--- src/hdl/lpht_pkg.sv ---
// Shared types, sizes and status codes for the linear-probe hash table.
package lpht_pkg;

    // Table geometry; the slot count is a power of two so the home slot is the key's low bits
    localparam int TABLE_ENTRIES = 1024;
    localparam int IDX_W         = $clog2(TABLE_ENTRIES);
    localparam int CNT_W         = $clog2(TABLE_ENTRIES + 1);
    localparam int LOAD_LIMIT    = TABLE_ENTRIES / 2 + TABLE_ENTRIES / 4;
    localparam int KEY_W         = 64;
    localparam int VAL_W         = 64;

    // Job queue between front and back
    localparam int QUEUE_DEPTH   = 2;
    localparam int QPTR_W        = $clog2(QUEUE_DEPTH);
    localparam int QFILL_W       = $clog2(QUEUE_DEPTH + 1);

    // Operation codes
    localparam logic OP_FIND   = 1'b0;
    localparam logic OP_INSERT = 1'b1;

    // Result status codes
    localparam logic [2:0] ST_INSERTED = 3'd0;
    localparam logic [2:0] ST_EXISTED  = 3'd1;
    localparam logic [2:0] ST_FOUND    = 3'd2;
    localparam logic [2:0] ST_MISSING  = 3'd3;
    localparam logic [2:0] ST_FULL     = 3'd4;

    typedef struct packed {
        logic             operation;
        logic [KEY_W-1:0] key;
        logic [VAL_W-1:0] value;
    } t_item;

    typedef struct packed {
        logic [2:0]       status;
        logic [VAL_W-1:0] value_out;
    } t_result;

    // Classified job as it travels through the queue
    typedef struct packed {
        logic             operation;
        logic [KEY_W-1:0] key;
        logic [VAL_W-1:0] value;
        logic [IDX_W-1:0] home;
    } t_job;

endpackage

--- src/hdl/lpht_queue.sv ---
// Short job queue that decouples the command front end from the probe engine.
module lpht_queue (
    input  logic           i_clk,
    input  logic           i_rst_n,
    input  logic           i_push,
    input  lpht_pkg::t_job i_job,
    input  logic           i_pop,
    output logic           o_full,
    output logic           o_valid,
    output lpht_pkg::t_job o_head
);
    import lpht_pkg::*;

    t_job               r_mem [QUEUE_DEPTH];
    logic [QPTR_W-1:0]  r_wr;
    logic [QPTR_W-1:0]  r_rd;
    logic [QFILL_W-1:0] r_fill;

    assign o_full  = (r_fill == QFILL_W'(QUEUE_DEPTH));
    assign o_valid = (r_fill != '0);
    assign o_head  = r_mem[r_rd];

    // Store pushed jobs
    always_ff @(posedge i_clk) begin
        if (i_push) begin
            r_mem[r_wr] <= i_job;
        end
    end

    // Advance pointers and fill level
    always_ff @(posedge i_clk) begin
        if (!i_rst_n) begin
            r_wr   <= '0;
            r_rd   <= '0;
            r_fill <= '0;
        end else begin
            if (i_push) begin
                r_wr <= (r_wr == QPTR_W'(QUEUE_DEPTH - 1)) ? '0 : r_wr + 1'b1;
            end
            if (i_pop) begin
                r_rd <= (r_rd == QPTR_W'(QUEUE_DEPTH - 1)) ? '0 : r_rd + 1'b1;
            end
            unique case ({i_push, i_pop})
                2'b10:   r_fill <= r_fill + 1'b1;
                2'b01:   r_fill <= r_fill - 1'b1;
                default: r_fill <= r_fill;
            endcase
        end
    end

endmodule

--- config.mk ---
export PLATFORM = sky130hd
export DESIGN_NAME = lpht_queue
export DESIGN_NICKNAME = d
export VERILOG_FILES = /design/src/hdl/lpht_pkg.sv /design/src/hdl/lpht_queue.sv
export SDC_FILE = /design/constraint.sdc
export NUM_CORES = 1
export LEC_CHECK = 0
export BUFFER_PORTS_ARGS = -buffer_cell sky130_fd_sc_hd__buf_2
export CAP_MARGIN = 20
export CORE_ASPECT_RATIO = 0.9
export CORE_MARGIN = 5
export CORE_UTILIZATION = 30
export CTS_CLUSTER_DIAMETER = 60
export CTS_CLUSTER_SIZE = 12
export DETAILED_ROUTE_END_ITERATION = 12
export HOLD_SLACK_MARGIN = 0.02
export PLACE_DENSITY = 0.59
export SYNTH_ARGS = -nofsm -noshare
export SYNTH_HDL_FRONTEND = slang
export SYNTH_SLANG_ARGS = --single-unit
--- constraint.sdc ---
create_clock -name i_clk -period 20.1 [get_ports i_clk]
set_input_delay 3.015 -clock i_clk [delete_from_list [all_inputs] [get_ports i_clk]]
set_output_delay 3.015 -clock i_clk [all_outputs]
set_load 0.02 [all_outputs]
* Yosys cells after proc, flatten, opt, wreduce, memory -nomap -nowiden *
Memory sizes are Yosys's and may differ from the RTL's. A register that Yosys moved wholly into a read port is not among the register bits.
Cells that the tools add are included.

cells by class
  add/sub/neg operators = 4
  equal/unequal tests = 3
  multiplexer cells = 7
  reductions and logical operators = 2

operators by type and width
  cell                                                                 count
  1-bit 2-to-1 mux                                                     6
  2-bit == test (second input constant)                                2
  2-bit case mux with 2 select lines                                   1
  2-bit nonzero test                                                   2
  1-bit adder (second input constant)                                  2
  2-bit by 1-bit adder with 2-bit output (second input constant)       1
  2-bit by 1-bit == test with 1-bit output (second input constant)     1
  2-bit by 1-bit subtractor with 2-bit output (second input constant)  1

word-level totals
  register bits after elaboration = 4
  RAM bits = 278
  output and inout bits = 141
  memories kept = 1

memories
  memory  words  bits a word  read ports  clocked after memory_dff  write ports  RTL line          RTL
  r_mem   2      139          1           1                         1            lpht_queue.sv:14  t_job r_mem [QUEUE_DEPTH];

* Logic depth before layout (Yosys ltp) *
  depth in word-level cells = 4
  mapped depth = 5
  mapped depth without buffers = 5

* Least setup slack after synthesis *
Ideal clock, no wire load.

  path kind = input -> register
  start point = in i_push
  end point = mem r_mem[0][0] (netlist bit) (enable)
  setup time = 644 ps
  data arrival time = 8925 ps
  data required time = 19456 ps
  path slack = 10531 ps
  stages on the path = 2
  path through = inv_1 nor2_1

on the way
  longest elaborated chain between the ends = 2

ends and longest elaborated chain
  what                                    RTL line          RTL
  from (decl)                             lpht_queue.sv:5   input logic i_push,
  1-bit 2-to-1 mux                        lpht_queue.sv:25  if (i_push) begin
  1-bit 2-to-1 mux (implied by the code)  lpht_queue.sv:26  r_mem[r_wr] <= i_job;
  to (decl)                               lpht_queue.sv:14

No other way between the ends.

==> impl_metrics.env <==
export IMPL_drt_iter0_drc=189
export IMPL_cts_repair_resized=0
export IMPL_drc=0
export IMPL_diodes=0
export IMPL_skew_ps=26.0
export IMPL_drive_gt1_frac=0.605
export IMPL_grt_pass1_wl_um=31200
export IMPL_hold_class="register to register"
export IMPL_fp_row_count=64
export IMPL_cts_buffer_depth=3
export IMPL_cp_max_fo=54
export IMPL_io_buffers=283
export IMPL_ir_drop_mv=0.0602
export IMPL_post_cts_setup_buffer_count=0
export IMPL_gr_total_overflow=0
export IMPL_worst_setup_path_end_kind="primary output"
export IMPL_wire_per_inst_um=17.2
export IMPL_final_period_utilization=0.277
export IMPL_p_clk_frac=0.359
export IMPL_power_switching_mw=0.308
export IMPL_wl_um=21200
export IMPL_cts_num_sinks=283
export IMPL_synth_cell_type_count=19
export IMPL_die_area_sq_um=38100
export IMPL_worst_endpoint_arrival_ps=2550
export IMPL_crit_type="register to primary output"
export IMPL_ys_warn_count=0
export IMPL_combPwrFrac=0.115
export IMPL_utilization=0.383
export IMPL_dieHeight_um=186
export IMPL_fin_nets=903
export IMPL_cts_root_buffer="clkbuf_16"
export IMPL_place_gp_congestion=0.684
export IMPL_slew_viol_final=0
export IMPL_cts_inserted_buffers=29
export IMPL_cts_hold_buffers=0
export IMPL_max_freq_mhz=180
export IMPL_syn_area_per_cell_sq_um=22.6
export IMPL_hold_viol_final=0
export IMPL_ioPinCount=284
export IMPL_outcome="completed"
export IMPL_antenna_left=0
export IMPL_cts_htree_levels=1
export IMPL_total_power_mw=1.32
export IMPL_critPathLaunchType="register"
export IMPL_post_route_min_period_ps=5560
export IMPL_insertion_delay_ps=550
export IMPL_swShare=0.234
export IMPL_cts_tree="built"
export IMPL_intPower_mw=1.01
export IMPL_setup_viol=0
export IMPL_antenna_found_initial=6
export IMPL_firstDrtPassIters=4
export IMPL_avgViaCountPerCell=4.24
export IMPL_p_seq_frac=0.526
export IMPL_num_vias=5232
export IMPL_core_sq_um=34000
export IMPL_initial_core_util=0.303
export IMPL_yosysSeqAreaShare=0.822
export IMPL_ys_seq_elements=283
export IMPL_grtUsageTotal=0.105
export IMPL_synthCells=454
export IMPL_fin_tns_setup_ps=0
export IMPL_rsz0062_at_grt="false"
export IMPL_syn2layout_area_growth_pct=26.5
export IMPL_leakagePower_nw=4.77
export IMPL_tightest_slew_ps=983
export IMPL_slew_headroom=0.345
export IMPL_grt_max_degree=69
export IMPL_clkTransAtPathRegs_ps=60
export IMPL_max_cap_violations=0
export IMPL_power_density_nw_per_um2=101
export IMPL_required_ps=17090
export IMPL_die_width_um=205
export IMPL_netlist_area_sq_um=10300
export IMPL_syn_nets=598
export IMPL_grt_pass1_vias=5661
export IMPL_hpwl_um=13900
==> cells in the mapped netlist, drive strengths merged <==
| cell type | instances | area (sq um) |
|---|---|---|
| a21boi | 1 | 7.51 |
| and2 | 4 | 25.0 |
| and2b | 1 | 8.76 |
| buf | 15 | 145 |
| dfxtp | 5 | 100 |
| edfxtp | 278 | 8350 |
| ha | 1 | 12.5 |
| inv | 1 | 3.75 |
| mux2 | 139 | 1570 |
| nor2 | 1 | 3.75 |
| nor2b | 1 | 6.26 |
| o21a | 1 | 7.51 |
| o21ai | 1 | 5.00 |
| or2 | 1 | 6.26 |
| or3 | 1 | 6.26 |
| xnor2 | 2 | 17.5 |
| xor2 | 1 | 8.76 |
==> layout by cell type, fill, tap and decap left out, types with 2 or more instances in the layout <==
| cell | instances |
|---|---|
| clkbuf_16 | 29 |
| clkinv_2 | 2 |
| mux2_2 | 139 |
| dfxtp_1 | 4 |
| and2_1 | 3 |
| edfxtp_1 | 278 |
| clkinv_4 | 2 |
| buf_4 | 6 |
| buf_2 | 283 |
| clkbuf_1 | 9 |
| xnor2_1 | 2 |
==> path summary, 6_finish.rpt <==
check,from,end,slack (ps),depth (start not counted)
setup reg to reg,r_wr,r_mem[0][68],17810,2
hold reg to reg,r_fill[1],r_fill[1],490,2
hold / removal,r_fill[1],r_fill[1],490,2
setup / recovery,register,o_head[135],14540,3
==> layer usage <==
| metal | vias to the layer above | track usage | wire, um |
|---|---|---|---|
| li1 | 2417 | - | - |
| met1 | 2591 | 0.120 | 8210 |
| met2 | 174 | 0.179 | 10400 |
| met3 | 38 | 0.0514 | 2170 |
| met4 | 12 | 0.0209 | 337 |
| met5 | - | 0 | 93 |
==> logic make-up (layout without fill, tap and decap cells) <==
logic type / count (synthesis) / count (layout) / share of synthesized area
AOI/OAI and AO/OA: 3 / 3 / 0.00195
DFF: 283 / 283 / 0.822
adders and majority gates: 1 / 1 / 0.00122
buffers and inverters: 16 / 335 / 0.0145
xor gates and xnor gates: 3 / 3 / 0.00256
and+or+nand+nor: 9 / 9 / 0.00548
muxes: 139 / 139 / 0.152
==> final cells by class <==
cell class                 count  area [sq um]
sequential                   283          8450
multi-input combinational    155          1690
fill                        3204         21000
timing repair buffer         289          1460
clock inverter                 7          51.3
inverter                       1          3.75
tap                          462           578
clock buffer                  38           759
==> through the flow <==
step	cell area, sq um	hold slack (ps)	setup WS, ps	std cells
floorplan	10300	461	10530	454
global placement	12200	478	14860	1190
detailed placement	12200	491	14830	1190
CTS	13000	500	14400	1235
global route	13000	522	14370	1235
finish	13000	492	14540	1235
==> critical path: stages (launching register included) <==
cell,delay (ps)
dfxtp_4,650
buf_4,680
mux2_2,430
buf_2,170
==> sequential cells by signal (all words and copies together) (netlist names), named ones only <==
register	count
r_fill	2
r_mem	278
r_rd	1
r_wr	1
==> power by group through the flow <==
stage | Combinational [mW] | Sequential [mW] | Clock [mW]
final | 0.151 | 0.691 | 0.472
after global routing | 0.163 | 0.694 | 0.517
after CTS | 0.156 | 0.692 | 0.493
after detailed placement | 0.155 | 0.704 | 0
after global placement | 0.154 | 0.703 | 0
after floorplan | 0.100 | 0.704 | 0
Note: power is estimated with default switching activity, not from simulation.
